**src/sv/rsc_pkg.sv**
```systemverilog
`default_nettype none
package rsc_pkg;

  localparam int MAX_FREQ_DEF = 64;

  localparam int THETA_W   = 21;
  localparam int FREQ_W    = 7;
  localparam int POS_W     = 32;
  localparam int ROW_W     = 16;
  localparam int COL_W     = 8;
  localparam int Q15_W     = 16;
  localparam int INV_W     = 32;
  localparam int ADDR_W    = 8;
  localparam int CFG_IDX_W = 2;

  localparam logic [CFG_IDX_W-1:0] CFG_THETA = 2'd0;
  localparam logic [CFG_IDX_W-1:0] CFG_FREQ  = 2'd1;

  localparam logic [THETA_W-1:0] THETA_RST = 21'd10000;
  localparam logic [FREQ_W-1:0]  FREQ_RST  = 7'd16;

  // angle reduction
  localparam int PROD_W    = 63;
  localparam int RED_W     = 51;
  localparam int MOD_STEPS = 13;
  localparam logic [RED_W-1:0] TWO_PI_Q48 = 51'h6487ED5110B46;

  // CORDIC, Q6.30 in a 36-bit signed word
  localparam int ANG_W        = 36;
  localparam int CORDIC_STEPS = 30;
  localparam logic signed [ANG_W-1:0] PI_Q30      = 36'sh0C90FDAA2;
  localparam logic signed [ANG_W-1:0] HALF_PI_Q30 = 36'sh06487ED51;
  localparam logic signed [ANG_W-1:0] TWO_PI_Q30  = 36'sh1921FB544;
  localparam logic signed [ANG_W-1:0] GAIN_Q30    = 36'sh026DD3B6A;

  typedef struct packed {
    logic [ROW_W-1:0] row;
    logic [COL_W-1:0] column;
    logic             last;
  } meta_t;

  // flag: negative position in reduction, result flip in CORDIC
  typedef struct packed {
    logic  flag;
    meta_t meta;
  } tag_t;

  typedef struct packed {
    logic              we;
    logic [ADDR_W-1:0] addr;
    logic [INV_W-1:0]  data;
  } tbl_wr_t;

  typedef enum logic [2:0] {
    BLD_SETUP,
    BLD_LOG,
    BLD_DIV,
    BLD_EXP,
    BLD_WRITE,
    BLD_IDLE
  } bld_state_t;

endpackage
`default_nettype wire

```
**src/sv/rsc_mod_cell.sv**
```systemverilog
`default_nettype none
module rsc_mod_cell import rsc_pkg::*; #(
  parameter int SHIFT = 0
) (
  input  logic              clk,
  input  logic              rst_n,
  input  logic              en,
  input  logic              in_valid,
  input  logic [PROD_W-1:0] in_rem,
  input  tag_t              in_tag,
  output logic              out_valid,
  output logic [PROD_W-1:0] out_rem,
  output tag_t              out_tag
);

  localparam logic [PROD_W-1:0] STEP_VAL = PROD_W'(TWO_PI_Q48) << SHIFT;

  logic              valid_r;
  logic [PROD_W-1:0] rem_r;
  tag_t              tag_r;

  always_ff @(posedge clk) begin
    if (!rst_n) begin
      valid_r <= 1'b0;
    end else if (en) begin
      valid_r <= in_valid;
    end
  end

  always_ff @(posedge clk) begin
    if (en) begin
      rem_r <= (in_rem >= STEP_VAL) ? in_rem - STEP_VAL : in_rem;
      tag_r <= in_tag;
    end
  end

  assign out_valid = valid_r;
  assign out_rem   = rem_r;
  assign out_tag   = tag_r;

endmodule
`default_nettype wire

```
**config.mk**
```make
export PLATFORM = sky130hd
export DESIGN_NAME = rsc_mod_cell
export DESIGN_NICKNAME = d
export VERILOG_FILES = /design/src/sv/rsc_pkg.sv /design/src/sv/rsc_mod_cell.sv
export SDC_FILE = /design/constraint.sdc
export NUM_CORES = 1
export LEC_CHECK = 0
export ABC_AREA = 1
export BUFFER_PORTS_ARGS = -buffer_cell sky130_fd_sc_hd__buf_4
export CAP_MARGIN = 20
export CORE_ASPECT_RATIO = 1.75
export CORE_MARGIN = 5
export CORE_UTILIZATION = 26
export CTS_CLUSTER_SIZE = 28
export DETAILED_ROUTE_END_ITERATION = 12
export HOLD_SLACK_MARGIN = 0.15
export PLACE_DENSITY_LB_ADDON = 0.25
export SLEW_MARGIN = 10
export SYNTH_ARGS = -nofsm -noshare
export SYNTH_HDL_FRONTEND = slang
export SYNTH_SLANG_ARGS = --single-unit
```
**constraint.sdc**
```tcl
create_clock -name clk -period 4.4 [get_ports clk]
set_clock_uncertainty 0.05 [all_clocks]
set_input_delay 0.66 -clock clk [delete_from_list [all_inputs] [get_ports clk]]
set_output_delay 0.66 -clock clk [all_outputs]
set_load 0.03 [all_outputs]
```
==> results by group, run 1 <==
STA
  – Min Tclk post-route: 2601 ps
  – Max Transition Viols Final: 0
  – Slew @ Worst Pin: roughly 860 ps
  – Hold Vio Cnt, Final: 0
  – Final worst setup slack: 1799 ps
  – Max Fclk: 0.3845 GHz
  – Unrepaired setup endpoints after global routing: false
  – Part of the cycle the worst path needs: 0.5911
  – Setup TNS: 0 ps
  – Final setup violation count: 0
  – Max-slew headroom: 0.4201

Final layout
  – P&R area growth vs syn: 28.45%
  – Finished Core Util: 0.3362
  – Diodes inserted: 0
  – Most frequent cells in the layout: 437 x nand2_1, 184 x buf_4, 144 x inv_1
  – Commonest non-fill, non-tap cell in the layout: nand2_1
  – Filler Cells Inserted: 2953
  – Design area: 8874 sq um
  – Layout cells sized above 1: 0.1848
  – Final Non-Filler Cells: approximately 1600
  – Register Area: 2693 sq um
  – Final nets: 1339
  – Area of the multi-input gates: 3471 sq um

Clock tree
  – Hold_buf cts: 0
  – Worst skew pair latency: about 360 ps
  – Clk sink count: 90
  – Setup Fix Bufs, Post-CTS: 0
  – Buffer depth of the longest clock path: 2
  – Post-CTS sizing: 0
  – H-tree levels: 3
  – CTS tree: done
  – Reg clk slew, reported paths: 70 ps
  – Clock root buffer: clkbuf_16
  – CTS Buf Count: 9

Drt
  – Initial DRC count: 510
  – Via-per-instance ratio: around 4.6
  – DRT met1 WL: around 10000 um
  – Antenna viol nets, final: 0
  – Uppermost routed layer: met4
  – Vias: 7272
  – Wirelength, routed: around 29000 um
  – DRC viols: 0
  – Metal2 WL: about 16000 um
  – First-pass DRT Iterations: 5
  – Met3 Routed Length: 1249 um
  – WL/cell: 18.33 um

Yosys
  – Post-Syn Area per Cell: 6.492 sq um
  – Ys flop type: edfxtp_1
  – FF+latch count, synth: 90
  – Fraction of registers with async set/reset: 0
  – Sequential-to-total area share from yosys stat: 0.3898
  – Mapped cell area: between 6000 and 7000 sq um
  – Synth Warn #: 0
  – Net count after synthesis: 1158
  – Post-synth cell types: 31
  – Number of synthesized flops with an enable pin: 89
  – Post-synthesis cell count: 1064

Critical path
  – Arrival time at the worst endpoint: 2680 ps
  – Startpoint types: input pin
  – Max incr delay on CP: 330 ps
  – Slowest cell on crit path: buf_12
  – Crit Path Category: input pin to flip-flop
  – Critical path fanouts, max: 91
  – Worst EP required: 4480 ps
  – WP buf/inv: 3
  – Critical-path cell list: buf_4, inv_1, nand2_1, nor2_1, nand2_1, nor2_1, and2_1, nand2_1, nand2_2, buf_12, nand2_1, nand2_1, nand2_1
  – Worst path most repeated cell: nand2_1
  – Family with the most delay on the worst path: simple AND/OR/NAND/NOR gates
  – Element type at the critical path end: flip-flop

Die
  – Num rows: 79
  – Core footprint: roughly 26000 sq um
  – Full die area: 30060 sq um
  – DIE WIDTH: around 130 um
  – Die Y-Extent: ~230 um
  – Top Ports: 183
  – Initial Util: 0.2617

Global route
  – Vias in the first global route: 7240
  – Pin count of the biggest net entering global routing: 92
  – First-pass GRT wire length: approximately 42000 um
  – Initial antenna violation count: 0
  – Grt ovf: 0
  – GRT Util Overall: 0.1906

Placed design
  – Final Wtd Congestion: between 0.9 and 1
  – Placed inst area: roughly 8600 sq um
  – Dpl hpwl: 24210 um
  – Pre-CTS setup slack: 1468 ps
  – Port buffer count: between 150 and 200
  – Dpl cells: 1558

Power and ir drop
  – VDD IR max: about 0.19 mV
  – Leak: 4.372 nW
  – Power Dens Cells: about 290 nW/um^2

Worst hold path
  – Hold crit path type: input pin to flip-flop

Run
  – Max-cap violations: 0

Run status
  – Outcome: complete, no violations
-- where the power goes --
group          switching, mW  total, mW  internal [mW]  leakage, nW
logic                  0.448      0.677          0.229         3.36
registers             0.0255       1.06           1.04        0.879
clock network          0.355      0.791          0.436        0.135
-- worst reg2reg max path: cells and delay by family, from the launching register on --
| kind | cells | cell delay [ps] |
|---|---|---|
| AO/OA/AOI/OAI | 2 | 240 |
| flip-flops | 1 | 310 |
-- sequential cells by signal (all words and copies together) (netlist names) --
register	cells
out_valid	1
out_tag	26
out_rem	63
-- per-stage QoR --
step | total power, mW | hold slack (ps)
after floorplan | 1.438 | 605.0
after detailed placement | 1.764 | 502.3
after global placement | 1.763 | 480.4
after global routing | 2.648 | 401.1
final | 2.530 | 417.3
after CTS | 2.572 | 391.7
-- final timing paths --
kind         startpoint           to  slack, ps  depth (start not counted)
max          in_rem[47]  out_rem[49]       1800                         13
min          in_tag[23]  out_tag[23]        420                          1
max reg2reg   out_valid    out_valid       3660                          2
min reg2reg   out_valid    out_valid        530                          2
-- metal layers --
metal  vias to the layer above  global-route usage
met2                       250              0.3665
li1                       3712                   -
met1                      3243              0.1848
met5                         -                   0
met4                         0              0.1269
met3                        67             0.02942
-- layout make-up --
cell class	count	share of cell area
Sequential cell	90	0.3034
Clock buffer	10	0.02580
Clock inverter	6	0.006486
Inverter	159	0.06726
Timing Repair Buffer	186	0.1602
Tap cell	324	0.04569
Multi-Input combinational cell	799	0.3911
-- cells by family after synthesis --
| family | share of synthesized area |
|---|---|
| buf+inv | 0.1078 |
| xor+xnor | 0.02898 |
| fa+ha+maj | 0.001811 |
| compound gates | 0.05959 |
| flops | 0.3898 |
| simple gates | 0.4121 |
-- Yosys cell counts, types with 2 or more instances --
master / n / share of area
a21oi_1: 35 / 0.025
and2_1: 3 / 0.0027
buf_2: 4 / 0.0029
buf_4: 3 / 0.0033
buf_6: 8 / 0.013
edfxtp_1: 89 / 0.39
inv_1: 144 / 0.078
inv_2: 14 / 0.0076
nand2_1: 437 / 0.24
nand2_2: 4 / 0.0036
nand3_1: 81 / 0.059
nand3b_1: 7 / 0.0076
nand4_1: 11 / 0.010
nor2_1: 132 / 0.072
nor2_2: 10 / 0.0091
nor3_1: 8 / 0.0058
nor3_2: 2 / 0.0029
o21ai_0: 18 / 0.013
o21ai_1: 20 / 0.014
o21bai_1: 4 / 0.0043
xnor2_1: 2 / 0.0025
xor2_1: 19 / 0.024
No activity file was read; power rests on OpenSTA's default activity.
==> run 2, diff against run 1 <==
Clock period 4.4 ns to 2.3 ns, I/O delays scaled along.
==> results by group, run 2 (same netlist as run 1, synthesis figures left out) <==
Clock tree
  – H-tree levels: 3 (unchanged)
  – CTS tree: done (unchanged)
  – Clk sink count: 90 (unchanged)
  – CTS Buf Count: 9 (unchanged)
  – Worst skew pair latency: 370 ps (was 360 ps)
  – Reg clk slew, reported paths: 70 ps (about the same)
  – Buffer depth of the longest clock path: 2 (unchanged)
  – Post-CTS sizing: 0 (unchanged)
  – Clock root buffer: clkbuf_16 (unchanged)

Critical path
  – Arrival time at the worst endpoint: 2110 ps (was 2680 ps)
  – Crit Path Category: input pin to flip-flop (unchanged)
  – Critical path fanouts, max: 75 (was 91)
  – Startpoint types: input pin (unchanged)
  – Worst EP required: 2380 ps (was 4480 ps)
  – Element type at the critical path end: flip-flop (unchanged)

Placed design
  – Port buffer count: 182 (unchanged)
  – Pre-CTS setup slack: -98.78 ps (was 1468 ps)
  – Dpl cells: 1691 (was 1558)
  – Dpl hpwl: 25060 um (was 24210 um)
  – Final Wtd Congestion: 0.9440 (was 0.9402)

Die
  – Core footprint: 26390 sq um (unchanged)
  – Initial Util: 0.2617 (unchanged)
  – Die Y-Extent: 225.6 um (unchanged)
  – DIE WIDTH: 133.2 um (unchanged)
  – Top Ports: 183 (unchanged)
  – Num rows: 79 (unchanged)
  – Full die area: 30060 sq um (unchanged)

STA
  – WHS: 205.5 ps (was 417.3 ps)
  – Final worst setup slack: 268.8 ps (was 1799 ps)
  – Final setup violation count: 0 (unchanged)
  – Max Transition Viols Final: 0 (unchanged)
  – Max-slew headroom: 0.6699 (was 0.4201)
  – Slew @ Worst Pin: 490.0 ps (was 860.7 ps)
  – Hold Vio Cnt, Final: 0 (unchanged)
  – Max Fclk: 0.4923 GHz
  – Min Tclk post-route: 2031 ps
  – Unrepaired setup endpoints after global routing: false (unchanged)
  – Part of the cycle the worst path needs: 0.8831
  – Setup TNS: 0 ps (unchanged)

Global route
  – Pin count of the biggest net entering global routing: 76 (was 92)
  – Vias in the first global route: 7701 (was 7240)
  – Grt ovf: 0 (unchanged)
  – First-pass GRT wire length: 43000 um (was 42450 um)
  – Initial antenna violation count: 0 (unchanged)
  – GRT Util Overall: 0.1917 (was 0.1906)

Drt
  – Vias: 7729 (was 7272)
  – Wirelength, routed: 29200 um (was 28860 um)
  – First-pass DRT Iterations: 5 (unchanged)
  – Via-per-instance ratio: 4.457 (was 4.620)
  – Antenna viol nets, final: 0 (unchanged)
  – DRC viols: 0 (unchanged)
  – WL/cell: 16.84 um (was 18.33 um)
  – Initial DRC count: 344 (was 510)

Worst hold path
  – Hold crit path type: input pin to flip-flop (unchanged)

Power and ir drop
  – Power Dens Cells: 503.2 nW/um^2 (was 285.1 nW/um^2)
  – Leak: 5.152 nW (was 4.372 nW)
  – VDD IR max: 0.3228 mV (was 0.1914 mV)

Run status
  – Outcome: complete, no violations (unchanged)

Final layout
  – Most frequent cells in the layout: 437 x nand2_1, 315 x buf_4, 144 x inv_1 (was 437 x nand2_1, 184 x buf_4, 144 x inv_1)
  – P&R area growth vs syn: 47.65% (was 28.45%)
  – Diodes inserted: 0 (unchanged)
  – Layout cells sized above 1: 0.2589 (was 0.1848)
  – Final Non-Filler Cells: 1734 (was 1574)
  – Commonest non-fill, non-tap cell in the layout: nand2_1 (unchanged)
  – Final nets: 1500 (was 1339)
  – Max reg flops: 63 (unchanged)

Run
  – Max-cap violations: 0 (unchanged)
## run 2: cell count changes in the layout (fill, tap and decap cells not counted), sizes merged
cell         before  now
buf             186  319
dlygate4sd3       0   28
clkinv            5    1
bufinv            1    2
clkbuf           10   11
inv             158  159
## run 2: power breakdown
part / internal (mW) / switching (mW)
clock: 0.951 / 0.677
sequential: 1.98 / 0.0427
combinational: 0.593 / 0.890
## run 2: final cells by class
type                            instances  area [sq um]
Clock inverter                          4         76.32
Clock buffer                           11         232.7
Timing Repair Buffer                  347          2725
Multi-Input combinational cell        799          3471
Tap cell                              324         405.4
Fill cell                            2930         16190
Inverter                              159         596.8
Sequential cell                        90          2693
## run 2: final timing paths
| path | start | end | slack (ps) | cells after the start |
|---|---|---|---|---|
| max reg2reg | out_valid | out_valid | 1570 | 2 |
| max | in_rem[10] | out_rem[35] | 270 | 14 |
| min | rst_n | out_valid | 210 | 3 |
| min reg2reg | out_valid | out_valid | 540 | 2 |
## run 2: through the flow
step / util / cell area (sq um) / power (mW)
2_1_floorplan: - / 6908 / 2.752
3_3_place_gp: 0.3641 / 9610 / 3.518
3_5_place_dp: 0.3641 / 9610 / 3.519
4_1_cts: 0.3865 / 10200 / 5.222
5_1_grt: 0.3865 / 10200 / 5.381
6_report: 0.3865 / 10200 / 5.133
## run 2: worst max-delay path: stages
cell and delay, ps:
buf_4 120, inv_1 130, nand2_1 110, nor2_1 150, nand3_1 160, nor2_1 120
nand3_1 80, nor2_1 150, nor2_1 70, nand2_2 110, buf_12 280, nand2_1 100
nand2_1 70, nand2_1 40
## run 2: layer usage
metal  vias to the layer above  share of wire  GRT usage
met1                      3422           0.35     0.1846
li1                       4021              -          -
met3                        65          0.042    0.02876
met4                         0          0.067     0.1239
met5                         -              0          0
met2                       221           0.54     0.3728
## run 2: timing repair
item                      4_1_cts  5_1_grt
setup buffers                   0        0
hold endpoints to repair       28        0
hold buffers                   28        0
==> run 3, diff against run 2 <==
Settings changed: CORE_UTILIZATION 26 to 45.
==> results by group, run 3 (same netlist as run 1, synthesis figures left out) <==
Final layout
  – Filler Cells Inserted: 1453 (was 2930)
  – Final Non-Filler Cells: 1587 (was 1734)
  – Max reg flops: 63 (unchanged)
  – Commonest non-fill, non-tap cell in the layout: nand2_1 (unchanged)
  – Layout cells sized above 1: 0.2562 (was 0.2589)
  – Most frequent cells in the layout: 437 x nand2_1, 302 x buf_4, 144 x inv_1 (was 437 x nand2_1, 315 x buf_4, 144 x inv_1)
  – Diodes inserted: 0 (unchanged)
  – Final nets: 1490 (was 1500)
  – P&R area growth vs syn: 44.54% (was 47.65%)

STA
  – Final setup violation count: 0 (unchanged)
  – Unrepaired setup endpoints after global routing: false (unchanged)
  – Slew @ Worst Pin: 513.4 ps (was 490.0 ps)
  – Min Tclk post-route: 2012 ps (was 2031 ps)
  – Max Fclk: 0.4971 GHz (was 0.4923 GHz)
  – Max Transition Viols Final: 0 (unchanged)
  – Hold Vio Cnt, Final: 0 (unchanged)
  – Part of the cycle the worst path needs: 0.8747 (was 0.8831)
  – Max-slew headroom: 0.6577 (was 0.6699)

Die
  – Num rows: 60 (was 79)
  – Full die area: 18030 sq um (was 30060 sq um)
  – DIE WIDTH: 103.7 um (was 133.2 um)
  – Top Ports: 183 (unchanged)
  – Initial Util: 0.4533 (was 0.2617)
  – Core footprint: 15240 sq um (was 26390 sq um)
  – Die Y-Extent: 173.9 um (was 225.6 um)

Clock tree
  – Setup Fix Bufs, Post-CTS: 0 (unchanged)
  – CTS Buf Count: 9 (unchanged)
  – Buffer depth of the longest clock path: 2 (unchanged)
  – H-tree levels: 3 (unchanged)
  – Reg clk slew, reported paths: 80 ps (was 70 ps)
  – Hold_buf cts: 27 (was 28)
  – Post-CTS sizing: 0 (unchanged)
  – CTS tree: done (unchanged)
  – Clk sink count: 90 (unchanged)
  – Worst skew pair latency: 340 ps (was 370 ps)
  – Clock root buffer: clkbuf_16 (unchanged)

Global route
  – GRT Util Overall: 0.3035 (was 0.1917)
  – M2 GR Usage: 0.5729 (was 0.3728)
  – Pin count of the biggest net entering global routing: 57 (was 76)
  – Vias in the first global route: 8071 (was 7701)
  – Grt ovf: 0 (unchanged)
  – Initial antenna violation count: 0 (unchanged)
  – Busiest grt layer: met2 (unchanged)
  – Met1 Use GR: 0.2860 (was 0.1846)
  – First-pass GRT wire length: 42420 um (was 43000 um)
  – Grt met3 use: 0.03976 (was 0.02876)

Power and ir drop
  – Leak: 5.119 nW (was 5.152 nW)
  – Combinational share of power: 0.293 (was 0.289)
  – Int Pwr: 3.323 mW (was 3.524 mW)
  – Flop pwr share: 0.402 (was 0.394)
  – Power Dens Cells: 504.9 nW/um^2 (was 503.2 nW/um^2)
  – Clock Power Share: 0.305 (was 0.317)
  – VDD IR max: 0.3383 mV (was 0.3228 mV)
  – Switch share: 0.3409 (was 0.3135)
  – P_sw: 1.719 mW (was 1.609 mW)
  – Total power draw: 5.041 mW (was 5.133 mW)

Drt
  – Vias: 8029 (was 7729)
  – Initial DRC count: 433 (was 344)
  – Via-per-instance ratio: 5.059 (was 4.457)
  – First-pass DRT Iterations: 6 (was 5)
  – Wirelength, routed: 27900 um (was 29200 um)
  – DRC viols: 0 (unchanged)
  – WL/cell: 17.58 um (was 16.84 um)
  – Antenna viol nets, final: 0 (unchanged)

Critical path
  – Critical-path cell list: buf_4, nor3_1, nand3_1, nor2_1, nand2_1, nor2_1, nor2_1, nand2_2, inv_1, buf_4, nand2_1, nand2_1 (was buf_4, inv_1, nand2_1, nor2_1, nand3_1, nor2_1, nand3_1, nor2_1, nor2_1, nand2_2, buf_12, nand2_1, nand2_1, nand2_1)
  – Arrival time at the worst endpoint: 2080 ps (was 2110 ps)
  – Crit Path Category: input pin to flip-flop (unchanged)
  – Max incr delay on CP: 380 ps (was 280 ps)
  – Critical path fanouts, max: 7 (was 75)
  – WP buf/inv: 3 (unchanged)
  – Slowest cell on crit path: nor3_1 (was buf_12)
  – Startpoint types: input pin (unchanged)
  – Element type at the critical path end: flip-flop (unchanged)
  – Reg-to-reg slack, setup: 1610 ps (was 1570 ps)
  – Worst EP required: 2370 ps (was 2380 ps)
  – Family with the most delay on the worst path: simple AND/OR/NAND/NOR gates (unchanged)

Run
  – Max-cap violations: 0 (unchanged)

Run status
  – Outcome: complete, no violations (unchanged)

Placed design
  – Dpl cells: 1544 (was 1691)
  – Port buffer count: 182 (unchanged)
  – Final Wtd Congestion: 1.068 (was 0.9440)
  – Dpl hpwl: 23430 um (was 25060 um)

Worst hold path
  – Hold crit path type: input pin to flip-flop (unchanged)
-- run 3: path summary, 6_finish.rpt --
path | cells past startpoint | endpoint | startpoint
worst max register to register | 2 | out_valid | out_valid
worst min register to register | 2 | out_valid | out_valid
worst min-delay path | 3 | out_valid | in_valid
worst max-delay path | 12 | out_rem[29] | in_rem[42]
-- run 3: layer usage --
layer	wire, um	part of all wire	up-vias
li1	-	-	3999
met1	9274	0.33	3583
met2	14810	0.53	332
met3	1242	0.045	115
met4	2581	0.092	0
met5	0	0	-
-- run 3: layout make-up --
class	instances	area (sq um)	area share
tap	186	232.7	0.02331
clock buffer	9	225.2	0.02256
clock inverter	7	68.82	0.006892
multi-input combinational	799	3471	0.3476
timing repair buffer	337	2698	0.2702
sequential	90	2693	0.2697
inverter	159	596.8	0.05977
-- run 3: worst reg2reg max path: stages, from the launching register on --
cell and delay, ps:
dfxtp_1 310, o21ai_0 160, a21oi_1 60
-- run 3: through the flow --
step / TNS [ps] / utilization / hold WS, ps / setup WS [ps] / cell area (sq um)
floorplan: 0 / - / 388.5 / 325.1 / 6908
global placement: -982.3 / 0.6181 / 473.2 / -74.01 / 9420
detailed placement: -1481 / 0.6181 / 474.5 / -114.2 / 9420
CTS: 0 / 0.6552 / 196.2 / 279.0 / 9985
global route: 0 / 0.6552 / 211.2 / 134.7 / 9985
finish: 0 / 0.6552 / 198.3 / 288.3 / 9985
-- run 3: power groups by stage --
stage,Clock [mW],Combinational [mW],Sequential (mW)
finish,1.54,1.47,2.03
global route,1.61,1.58,2.04
detailed placement,0,1.43,2.06
floorplan,0,0.385,2.37
CTS,1.55,1.47,2.03
global placement,0,1.42,2.06
